[src/design/lpfr_pkg.sv]
package lpfr_pkg;

	localparam int SIZE_W = 11;
	localparam int LEN_W = 16;
	localparam int SUM_W = LEN_W + 1;
	localparam int BYTE_W = 8;
	localparam int FREE_W = 10;
	localparam int HDR_BYTES = 2;

	localparam logic [SIZE_W-1:0] SIZE_MIN = SIZE_W'(3);
	localparam logic [SIZE_W-1:0] SIZE_RESET = SIZE_W'(1024);

	typedef enum logic [1:0] {
		OP_WR_START = 2'd0,
		OP_WR_BYTE  = 2'd1,
		OP_RD_START = 2'd2,
		OP_RD_BYTE  = 2'd3
	} op_t;

	typedef enum logic [1:0] {
		STS_OK    = 2'd0,
		STS_FAIL  = 2'd1,
		STS_NOMEM = 2'd2,
		STS_EMPTY = 2'd3
	} sts_t;

	typedef enum logic [3:0] {
		CMD_NONE,
		CMD_LOAD,
		CMD_NOMEM,
		CMD_EMPTY,
		CMD_WR_HDR_HI,
		CMD_WR_HDR_LO,
		CMD_WR_BYTE,
		CMD_RD_HDR_HI,
		CMD_RD_HDR_LO,
		CMD_RD_HDR_CAP,
		CMD_RD_COMMIT,
		CMD_RD_BYTE,
		CMD_RD_DELIVER,
		CMD_OUT_LOAD
	} dp_cmd_t;

	typedef struct packed {
		op_t  op;
		logic write_busy;
		logic read_busy;
		logic len_zero;
		logic limit_zero;
		logic no_room;
		logic ring_empty;
		logic rem_busy;
		logic out_free;
	} dp_stat_t;

endpackage

[src/design/lpfr_ctrl.sv]
module lpfr_ctrl (
	input  logic               clk,
	input  logic               arst_n,
	input  logic               s_tvalid,
	output logic               s_tready,
	input  lpfr_pkg::dp_stat_t stat,
	output lpfr_pkg::dp_cmd_t  cmd
);
	import lpfr_pkg::*;

	typedef enum logic [2:0] {
		S_IDLE,
		S_DECODE,
		S_WR_HDR_LO,
		S_RD_HDR_LO,
		S_RD_HDR_CAP,
		S_MOD_WAIT,
		S_RD_DELIVER,
		S_FINISH
	} state_t;

	state_t state_q;
	state_t state_d;

	always_comb begin
		state_d = state_q;
		cmd     = CMD_NONE;
		case (state_q)
			S_IDLE: begin
				if (s_tvalid) begin
					cmd     = CMD_LOAD;
					state_d = S_DECODE;
				end
			end
			S_DECODE: begin
				state_d = S_FINISH;
				case (stat.op)
					OP_WR_START: begin
						if (!stat.write_busy && !stat.len_zero) begin
							if (stat.no_room) begin
								cmd = CMD_NOMEM;
							end else begin
								cmd     = CMD_WR_HDR_HI;
								state_d = S_WR_HDR_LO;
							end
						end
					end
					OP_WR_BYTE: begin
						if (stat.write_busy) begin
							cmd = CMD_WR_BYTE;
						end
					end
					OP_RD_START: begin
						if (!stat.read_busy && !stat.limit_zero) begin
							if (stat.ring_empty) begin
								cmd = CMD_EMPTY;
							end else begin
								cmd     = CMD_RD_HDR_HI;
								state_d = S_RD_HDR_LO;
							end
						end
					end
					OP_RD_BYTE: begin
						if (stat.read_busy) begin
							cmd     = CMD_RD_BYTE;
							state_d = S_RD_DELIVER;
						end
					end
					default: begin
						state_d = S_FINISH;
					end
				endcase
			end
			S_WR_HDR_LO: begin
				cmd     = CMD_WR_HDR_LO;
				state_d = S_FINISH;
			end
			S_RD_HDR_LO: begin
				cmd     = CMD_RD_HDR_LO;
				state_d = S_RD_HDR_CAP;
			end
			S_RD_HDR_CAP: begin
				cmd     = CMD_RD_HDR_CAP;
				state_d = S_MOD_WAIT;
			end
			S_MOD_WAIT: begin
				if (!stat.rem_busy) begin
					cmd     = CMD_RD_COMMIT;
					state_d = S_FINISH;
				end
			end
			S_RD_DELIVER: begin
				cmd     = CMD_RD_DELIVER;
				state_d = S_FINISH;
			end
			S_FINISH: begin
				// hold the result until the output register frees up
				if (stat.out_free) begin
					cmd     = CMD_OUT_LOAD;
					state_d = S_IDLE;
				end
			end
			default: begin
				state_d = S_IDLE;
			end
		endcase
	end

	always_ff @(posedge clk or negedge arst_n) begin
		if (!arst_n) begin
			state_q <= S_IDLE;
		end else begin
			state_q <= state_d;
		end
	end

	assign s_tready = (state_q == S_IDLE);

`ifndef ASSERT_OFF
	a_idle_rem_quiet: assert property (@(posedge clk) disable iff (!arst_n)
		(state_q == S_IDLE) |-> !stat.rem_busy)
		else $error("remainder unit running while idle");
`endif

endmodule

[config.mk]
export PLATFORM = sky130hd
export DESIGN_NAME = lpfr_ctrl
export DESIGN_NICKNAME = d
export VERILOG_FILES = /design/src/design/lpfr_pkg.sv /design/src/design/lpfr_ctrl.sv
export SDC_FILE = /design/constraint.sdc
export NUM_CORES = 1
export LEC_CHECK = 0
export BUFFER_PORTS_ARGS = -buffer_cell sky130_fd_sc_hd__buf_2
export CAP_MARGIN = 20
export CORE_AREA = 10 10 47 49
export DETAILED_ROUTE_END_ITERATION = 7
export DIE_AREA = 0 0 57 59
export PLACE_DENSITY_LB_ADDON = 0.15
export SKIP_LAST_GASP = 1
export SYNTH_ARGS = -nofsm -noshare
export SYNTH_HDL_FRONTEND = slang
export SYNTH_SLANG_ARGS = --single-unit
[constraint.sdc]
create_clock -name clk -period 2.6 [get_ports clk]
set_input_delay 0.26 -clock clk [delete_from_list [all_inputs] [get_ports clk]]
set_output_delay 0.26 -clock clk [all_outputs]
set_load 0.03 [all_outputs]
-- Word level (Yosys, flattened, before mapping)
Index checks and enable logic that the tools add are counted.
- memories: 0
- bits in latches: 0
- bits in read-only memories: 0
- bits in writable memories: 0
- register bits: 3
- reduce and logical (&&, ||, !) cells: 10
- equality and inequality tests: 13
- shifts and indexed selects: 0
- $mul: 0
- $add $sub $neg: 0
- multiplexer cells: 21
- order comparisons: 0
- div/mod/pow operators: 0
- bitwise operators: 0
- operators with widths (kind ; number):
    2-to-1 mux 3 bit ; 12
    one-hot mux 4 bit (8 select lines) ; 1
    one-hot mux 3 bit (7 select lines) ; 1
    one-hot mux 4 bit (4 select lines) ; 1
    == test 3 bit, second input constant ; 4
    2-to-1 mux 4 bit ; 3
    one-hot mux 3 bit (3 select lines) ; 1
    == test 3 x 2 -> 1 bit, second input constant ; 2
    != test 2 bit, second input constant ; 3
    == test 2 bit, second input constant ; 2
    logical NOT 1 bit ; 4
    == test 3 x 1 -> 1 bit, second input constant ; 1
    logical NOT 3 bit ; 1
    AND reduction 3 bit ; 1
    == test 2 x 1 -> 1 bit, second input constant ; 1
    logical AND 1 bit ; 2
    logical NOT 2 bit ; 1
    2-to-1 mux 1 bit ; 2
    OR reduction 2 bit ; 1

-- Logic depth before layout (Yosys ltp)
Gate-level depths: netlist of run 1.
- depth in word-level cells: 5
- mapped depth: 4
- gate-level depth less buffers: 3

-- Worst setup path after synthesis of run 1
No wires, ideal clock.
- path kind: input-to-output
- from: input stat[5] (netlist bit)
- to: output cmd[2]
- data required time: 2.340 ns
- slack: 0.671 ns
- buffers on the path: 0
- stages on the path: 3
- arrival: 1.669 ns
- cells stage by stage: or4_1 o32a_1 o21ai_0
- longest elaborated chain between the ends: 5
- ends and longest elaborated chain (item ; line ; RTL):
    start: declaration ; lpfr_ctrl.sv:6 ; input lpfr_pkg::dp_stat_t stat,
    logical NOT 1 bit ; lpfr_ctrl.sv:39 ; if (!stat.write_busy && !stat.len_zero) begin
    logical AND 1 bit ; lpfr_ctrl.sv:39 ;
    2-to-1 mux 3 bit ; lpfr_ctrl.sv:39 ;
    one-hot mux 4 bit (4 select lines) ; lpfr_ctrl.sv:37 ; case (stat.op)
    one-hot mux 4 bit (8 select lines) ; lpfr_ctrl.sv:28 ; case (state_q)
    end: declaration ; lpfr_ctrl.sv:7 ; output lpfr_pkg::dp_cmd_t cmd
No other way between the ends.

-- Worst setup path in the final report of run 1
- from: register state_q[0]
- to: output cmd[0]
- longest elaborated chain between the ends: 2
- elaborated cells between the ends (all ways): 9
- ends and longest elaborated chain (item ; line ; RTL):
    start: declaration ; lpfr_ctrl.sv:22 ; state_t state_q;
    start signal: assignment ; lpfr_ctrl.sv:113 ; state_q <= state_d;
    == test 3 bit, or another cell as far along ; lpfr_ctrl.sv:28 ;
    one-hot mux 4 bit (8 select lines) * ; lpfr_ctrl.sv:28 ;
Mark *: on every way between the ends. The rest lies on a longest branch, timed or not.

==> results of run 1 <==
## per-stage QoR
stage                     area, sq um  setup slack, ns  hold WS (ns)  util, %
after floorplan                 369.1           0.6715      -0.03559        -
after global placement          462.9           0.8710       0.05687    33.04
after detailed placement        462.9           0.8757       0.05894    33.04
after CTS                       499.2           0.7899        0.3451    35.63
after global routing            499.2           0.6646        0.3600    35.63
final                           499.2           0.7872        0.3513    35.63
## cell families (layout without fill, tap and decap cells)
| logic type | Yosys count | in the layout | synth area share, % |
|---|---|---|---|
| and+or+nand+nor | 19 | 19 | 30.17 |
| muxes | 2 | 2 | 5.763 |
| AOI/OAI and AO/OA | 19 | 19 | 37.63 |
| buffers and inverters | 6 | 25 | 6.101 |
| DFF | 3 | 3 | 20.34 |
## layer usage
metal / GRT usage, % / part of all wire, % / vias up
li1: - / - / 226
met1: 6.398 / 44 / 188
met2: 11.63 / 52 / 6
met3: 2.790 / 3.6 / 0
met4: 1.007 / 0 / 0
met5: 0 / 0 / -
## final timing paths
path                              endpoint  slack (ns)  cells after the start
worst max-delay path                cmd[0]        0.79                      3
min in group clk                state_q[2]        0.43                      3
worst min register to register  state_q[0]        0.74                      2
max in group asynchronous       state_q[2]        2.14                      2
worst max register to register  state_q[0]        1.30                      3
worst min-delay path            state_q[0]        0.35                      2
## worst max-delay path: stages (launching register included)
cell and delay [ns]:
dfrtp_1 0.53, and3_1 0.29, o32a_1 0.32, buf_2 0.18
## layout make-up
type,count,area [sq um],area share (%)
Tap cell,16,20.02,4.010
Timing Repair Buffer,18,95.09,19.05
Clock buffer,4,26.28,5.263
Inverter,3,11.26,2.256
Sequential cell,3,75.07,15.04
Multi-Input combinational cell,40,271.5,54.39
## power groups by stage
stage	Clock, mW	Combinational (mW)	Sequential (mW)
6_report	0.0816	0.293	0.142
5_1_grt	0.0939	0.320	0.152
3_5_place_dp	0	0.297	0.144
2_1_floorplan	0	0.273	0.0854
4_1_cts	0.0850	0.299	0.143
3_3_place_gp	0	0.300	0.144
## placed cells by master, fill, tap and decap left out, drive strengths merged
cell	Yosys	routed
a31oi	1	1
clkbuf	2	4
and3b	1	1
inv	3	3
nor3	1	1
mux2i	1	1
a211oi	1	1
nor2	5	5
nor2b	1	1
dlygate4sd3	0	1
buf	1	17
a31o	1	1
o32a	2	2
nand2	3	3
o31a	1	1
nand4b	1	1
mux2	1	1
o21ai	4	4
a311oi	1	1
and3	1	1
a21bo	1	1
dfrtp	3	3
nand3b	1	1
and4	1	1
o31ai	1	1
or3	2	2
a21boi	1	1
o211a	1	1
a32oi	1	1
a21oi	3	3
nand3	1	1
or4	1	1
==> metrics.yaml, run 1 <==
detailed_routing:
  vias: 420
  wl_per_cell_microns: 13.40
  drt_iter0_drc: 5
  totalWireLength_microns: 1126
  viasPerCell: 5.000
  drtAntennaViolNets: 0
  drtPass1Iterations: 3
  drc: 0
yosys:
  synthDistinctLibCells: 32
  syn_avg_cell_area_sq_um: 7.533
  netlist_instances: 49
  synth.most_common_cell: "nor2_1"
  synth.area.top_cells: "dfrtp_1 (20%), o21ai_0 (5.4%), o32a_1 (5.4%)"
  synthArstFlopShare_pct: 100.0
  synth_ff_type: "dfrtp_1"
  synth_warnings: 0
  yosysSeqAreaShare_pct: 20.34
  yosys.area.top_type: "dfrtp_1"
  synth_edf_count: 0
  syn_area_sq_um: 369.1
  synth_fp_nets: 62
  synth-seq-cells: 3
  synth_top_area_share_pct: 20.34
  synth_common_cells: "nor2_1 (5), o21ai_0 (4)"
layout:
  drive_gt1_share_pct: 35.29
  fin_nets: 82
  reg.largest.list: "state_q x3"
  largest-register: "state_q"
  antenna_cells: 0
  fillers: 167
  stdcell_count: 84
  largest_reg_flops: 3
  area.growth.synth_to_final_pct: 35.25
floorplan:
  initial_utilization_pct: 26.34
  die_h_microns: 59
  core_sq_mm: 0.001401
  top_level_ports: 18
  dieArea_sq_mm: 0.003363
  die_w_microns: 57
  fp-row-count: 14
timing:
  hold_viol_final: 0
  worstMarginPinSlew_ns: 0.4556
  fin_skew_ns: 0.001705
  setup_viol: 0
  fmax_ghz: 0.5516
  fin_tns_setup_ns: 0
  post-route-min-period_ns: 1.813
  rsz0062_at_grt: "no"
  maxSlewHeadroom_pct: 69.63
  fin_crit_sh_pct: 69.72
  slew_violations: 0
power:
  p_seq_share_pct: 27.5
  leakagePower_nw: 0.2333
  powerDensity_mw_per_mm2: 1035
  p_comb_share_pct: 56.7
  net-switching-power_mw: 0.2639
  irDropWorstVdd_mv: 0.4648
  p_int_mw: 0.2530
  power_switching_share_pct: 51.05
  p_total_mw: 0.5169
  clock_power_share_pct: 15.8
setup_path:
  critPathLaunchType: "register"
  r2r-start: "state_q[0]"
  end_kind: "output pin"
  crit_start: "state_q[0]"
  crit_type: "reg2out"
  arrival_ns: 1.55
  crit_required_ns: 2.34
  crit_fanout: 17
clock_tree:
  clk_latency_ns: 0.23
  clkSlewWorstSetupHoldPaths_ns: 0.04
  holdBufCountCts: 1
  cts_buffer_depth: 2
  cts_setup_buffers: 0
  ctsRootBufferMaster: "clkbuf_4"
  post_cts_resized: 0
  h-tree-depth: 1
  cts_inserted_buffers: 3
  cts_tree: "done"
  numClockSinks: 3
global_routing:
  grt_max_degree: 18
  antenna_found_initial: 0
  grt_pass1_wl_microns: 1752
  track_usage_pct: 6.261
  grt_overflow: 0
  grt_pass1_vias: 424
place:
  gp_congestion: 0.6813
  dp_cells: 79
  io_buffers: 17
status:
  status: "finished clean"
worst_hold_path:
  hold_class: "in2async"
flow_run:
  maxCapViolCount: 0
Note: power is estimated with default switching activity, not from simulation.
==> inputs of run 2 (changes only) <==
- clock period: 2.6 -> 1.7 ns (I/O delays scaled with it)
==> metrics.yaml, run 2 (synthesis gave the netlist of run 1 again) <==
setup_path:
  slowest_delay_ns: 0.48  # -0.05 ns
  crit_fanout: 15  # -2
  crit_family: "flip-flops"
  crit_type: "reg2out"
  path_buf_inv: 1  # unchanged
  rrSetupSlack_ns: 0.37  # -0.93 ns
  end_kind: "output pin"
  crit_required_ns: 1.53  # -0.81 ns
  cpMaxStageDelayCell: "dfrtp_2"
  cp_cell_sequence: "and3_1, o32a_1, buf_2"
  arrival_ns: 1.45  # -0.10 ns
  critPathLaunchType: "register"
timing:
  fin_skew_ns: 0.001376  # -0.0003282 ns
  hold_viol_final: 0  # unchanged
  maxSlewHeadroom_pct: 82.77  # +13 points
  rsz0062_at_grt: "no"
  post-route-min-period_ns: 1.618
  fmax_ghz: 0.6182
  worstMarginPinSlew_ns: 0.2570  # -0.1986 ns
  fin_tns_setup_ns: 0  # unchanged
  slew_violations: 0  # unchanged
  fin_crit_sh_pct: 95.15
  setup_viol: 0  # unchanged
layout:
  reg.largest.list: "state_q x3"
  largest-register: "state_q"
  fin_nets: 86  # +4.9%
  final_cell_mix: "buf_2 (16), nor2_1 (4), clkbuf_4 (4), buf_4 (4)"
  largest_reg_flops: 3  # unchanged
  final_common_cell: "buf_2"
  antenna_cells: 0  # unchanged
  drive_gt1_share_pct: 45.83  # +11 points
  post-route-cell-area_sq_um: 543.0  # +8.8%
  area.growth.synth_to_final_pct: 47.12
status:
  status: "finished clean"
global_routing:
  track_usage_pct: 6.401  # +0.14 points
  grt_pass1_vias: 430  # +1.4%
  grt_pass1_wl_microns: 1738  # -0.80%
  grt_max_degree: 18  # unchanged
  grt_overflow: 0  # unchanged
  antenna_found_initial: 0  # unchanged
floorplan:
  dieArea_sq_mm: 0.003363  # unchanged
  core_sq_mm: 0.001401  # unchanged
  initial_utilization_pct: 26.34  # unchanged
  top_level_ports: 18  # unchanged
  fp-row-count: 14  # unchanged
  die_h_microns: 59  # unchanged
  die_w_microns: 57  # unchanged
detailed_routing:
  vias: 456  # +8.6%
  drtAntennaViolNets: 0  # unchanged
  wl_per_cell_microns: 12.81  # -4.5%
  drt_iter0_drc: 11  # +6
  totalWireLength_microns: 1127  # about the same
  drtPass1Iterations: 4  # +1
  viasPerCell: 5.182  # +3.6%
  drc: 0  # unchanged
flow_run:
  maxCapViolCount: 0  # unchanged
place:
  gp_congestion: 0.6899  # +1.3%
  placed_area_sq_um: 467.9  # +1.1%
  io_buffers: 17  # unchanged
power:
  irDropWorstVdd_mv: 0.9158  # +97%
  powerDensity_mw_per_mm2: 1615  # +56%
  leakagePower_nw: 0.2506  # +7.4%
worst_hold_path:
  hold_class: "in2async"
clock_tree:
  cts_inserted_buffers: 3  # unchanged
  clkSlewWorstSetupHoldPaths_ns: 0.04  # about the same
  numClockSinks: 3  # unchanged
  cts_buffer_depth: 2  # unchanged
  h-tree-depth: 1  # unchanged
  ctsRootBufferMaster: "clkbuf_4"
  clk_latency_ns: 0.23  # about the same
  cts_tree: "done"
==> run 2: cell types whose count changed in the layout (fill, tap and decap cells not counted), sizes merged <==
cell,delta
buf,+3
clkbuf,+1
==> run 2: final timing paths <==
| check | start | endpoint | cells past startpoint |
|---|---|---|---|
| min | arst_n | state_q[0] | 2 |
| min in group clk | stat[0] | state_q[0] | 3 |
| max in group asynchronous | arst_n | state_q[2] | 2 |
| min reg2reg | state_q[2] | state_q[2] | 1 |
| max | state_q[0] | cmd[0] | 3 |
| max reg2reg | state_q[0] | state_q[0] | 4 |
==> run 2: per-layer routing <==
metal	vias up	track usage, %	wire length [microns]
li1	237	-	-
met1	207	6.071	517
met2	10	10.85	531
met3	2	3.219	58
met4	0	4.027	19
met5	-	0	0
==> run 2: worst register-to-register path, cell delays in order (launching register included) <==
cell,delay (ns)
dfrtp_2,0.48
buf_4,0.17
or3_1,0.33
a21oi_1,0.15
a311oi_1,0.07
==> run 2: layout make-up <==
type	count	area, sq um
clock buffers	4	26.28
fillers	164	858.3
inverters	3	11.26
multi-input cells	40	279.0
flip-flops and latches	3	78.83
well taps	16	20.02
repair buffers	22	127.6
==> run 2: power by group <==
group / internal [mW] / total (mW) / switching, mW
logic: 0.255 / 0.530 / 0.275
registers: 0.111 / 0.221 / 0.110
clock network: 0.0880 / 0.126 / 0.0375
total: 0.454 / 0.877 / 0.423
==> run 2: per-stage QoR <==
step	power, mW	util, %	setup WS (ns)	instances	hold slack, ns
floorplan	0.5558	-	0.03888	49	-0.1256
global placement	0.6804	33.39	0.1764	79	-0.03274
detailed placement	0.6780	33.39	0.1704	79	-0.03060
CTS	0.8144	36.16	0.05343	84	0.2564
global route	0.9500	38.75	0.01352	88	0.2725
finish	0.8767	38.75	0.08247	88	0.2584
==> run 2: repair_timing <==
item / CTS / global route
hold buffers: 1 / 0
buffers inserted: 0 / 4
resized for setup: 2 / 3
endpoints found under the setup margin: 2 / 2
hold endpoints to repair: 3 / 0
==> inputs of run 3 (changes only) <==
- BUFFER_PORTS_ARGS: -buffer_cell sky130_fd_sc_hd__buf_2 -> -buffer_cell sky130_fd_sc_hd__buf_4
- CTS_CLUSTER_SIZE: not set -> 8
==> metrics.yaml, run 3 (synthesis gave the netlist of run 1 again) <==
timing:
  fin_skew_ns: 0.002961  # +0.001584 ns
  slew_violations: 0  # unchanged
  rsz0062_at_grt: "no"
  setup_ws_ns: 0.08270  # +0.0002305 ns
  fin_crit_sh_pct: 95.14  # about the same
  hold_viol_final: 0  # unchanged
  post-route-min-period_ns: 1.617  # -0.0002305 ns
  worstMarginPinSlew_ns: 0.3058  # +0.04878 ns
  fin_tns_setup_ns: 0  # unchanged
  setup_viol: 0  # unchanged
  maxSlewHeadroom_pct: 79.62  # -3.1 points
  fmax_ghz: 0.6183  # about the same
floorplan:
  die_w_microns: 57  # unchanged
  initial_utilization_pct: 26.34  # unchanged
  die_h_microns: 59  # unchanged
  core_sq_mm: 0.001401  # unchanged
  top_level_ports: 18  # unchanged
  dieArea_sq_mm: 0.003363  # unchanged
  fp-row-count: 14  # unchanged
setup_path:
  crit_type: "reg2out"
  arrival_ns: 1.45  # about the same
  crit_start: "state_q[0]"
  worstRegToRegCells: 4  # unchanged
  crit_required_ns: 1.53  # about the same
  r2r-start: "state_q[1]"
  end_kind: "output pin"
  crit_fanout: 13  # -2
  critPathLaunchType: "register"
layout:
  stdcell_count: 86  # -2.3%
  fillers: 160  # -2.4%
  reg.largest.list: "state_q x3"
  area.growth.synth_to_final_pct: 52.88
  fin_nets: 84  # -2.3%
  largest_reg_flops: 3  # unchanged
  final_cell_mix: "buf_4 (19), nor2_1 (5)"
  antenna_cells: 0  # unchanged
  largest-register: "state_q"
  drive_gt1_share_pct: 41.43  # -4.4 points
  final_common_cell: "buf_4"
power:
  leakagePower_nw: 0.2550  # +1.8%
  powerDensity_mw_per_mm2: 1583  # -2.0%
  irDropWorstVdd_mv: 0.6588  # -28%
  p_total_mw: 0.8932  # +1.9%
global_routing:
  grt_pass1_wl_microns: 2070  # +19%
  grt_busiest_layer: "met2"
  grt_pass1_vias: 446  # +3.7%
  gr-usage-met3_pct: 3.004  # -0.21 points
  track_usage_pct: 7.752  # +1.4 points
  grt_max_degree: 14  # -4
  grt_use_met2_pct: 11.16  # +0.31 points
  antenna_found_initial: 0  # unchanged
  use_met1_pct: 8.961  # +2.9 points
  grt_overflow: 0  # unchanged
detailed_routing:
  drc: 0  # unchanged
  drtPass1Iterations: 4  # unchanged
  wl_per_cell_microns: 13.80  # +7.8%
  drt_iter0_drc: 10  # -1
  viasPerCell: 5.128  # -1.0%
  vias: 441  # -3.3%
  totalWireLength_microns: 1187  # +5.3%
  drtAntennaViolNets: 0  # unchanged
clock_tree:
  clk_latency_ns: 0.24  # about the same
  cts_inserted_buffers: 3  # unchanged
  h-tree-depth: 1  # unchanged
  cts_setup_buffers: 0  # unchanged
  cts_buffer_depth: 2  # unchanged
  ctsRootBufferMaster: "clkbuf_4"
  numClockSinks: 3  # unchanged
  clkSlewWorstSetupHoldPaths_ns: 0.04  # about the same
  cts_tree: "done"
flow_run:
  maxCapViolCount: 0  # unchanged
place:
  dp_slack_ns: 0.2168  # +0.04635 ns
  gp_congestion: 0.7207  # +4.5%
  io_buffers: 17  # unchanged
  dp_hpwl_microns: 902.9
  dp_cells: 81  # +2.5%
worst_hold_path:
  hold_class: "in2async"
status:
  status: "finished clean"
run 3: cell count changes in the layout (fill, tap and decap cells not counted):
cell      change
nor2_1        +1
dfrtp_1       +1
dfrtp_2       -1
clkbuf_4      -1
nor2_2        -1
buf_4        +15
buf_2        -16
run 3: routing by layer:
layer  share of wire (%)  vias up
li1                    -      232
met1                  48      196
met2                  45       11
met3                 4.2        2
met4                 2.3        0
met5                   0        -
run 3: what timing repair did:
item	4_1_cts	5_1_grt
resized for setup	0	2
endpoints found under the hold margin	3	0
setup endpoints to repair	0	3
hold buffers	1	0
run 3: power by group:
part,leakage [nW],switching [mW],internal [mW]
Clock,0.0150,0.0403,0.0882
Sequential,0.0302,0.0922,0.109
Combinational,0.210,0.295,0.269
run 3: critical path, cell delays in order (launching register included):
cell and delay [ns]:
dfrtp_2 0.48, and3_1 0.23, o32a_1 0.33, buf_4 0.17
run 3: path summary, 6_finish.rpt:
kind                       slack, ns    endpoint
max                             0.08      cmd[0]
min                             0.26  state_q[0]
max reg2reg                     0.48  state_q[2]
max in group asynchronous       1.34  state_q[1]
min in group clk                0.30  state_q[0]
min reg2reg                     0.75  state_q[2]
run 3: final cells by class:
cell class | count | area (sq um) | area share, %
repair buffers | 20 | 152.6 | 27.05
well taps | 16 | 20.02 | 3.548
multi-input cells | 40 | 276.5 | 49.00
flip-flops and latches | 3 | 77.57 | 13.75
clock buffers | 4 | 26.28 | 4.656
inverters | 3 | 11.26 | 1.996
run 3: metrics by stage:
step / util [%] / hold WS (ns) / instance area [sq um]
2_1_floorplan: - / -0.1256 / 374.1
3_3_place_gp: 37.50 / -0.03983 / 525.5
3_5_place_dp: 37.50 / -0.03923 / 525.5
4_1_cts: 40.09 / 0.2481 / 561.8
5_1_grt: 40.27 / 0.2649 / 564.3
6_report: 40.27 / 0.2586 / 564.3
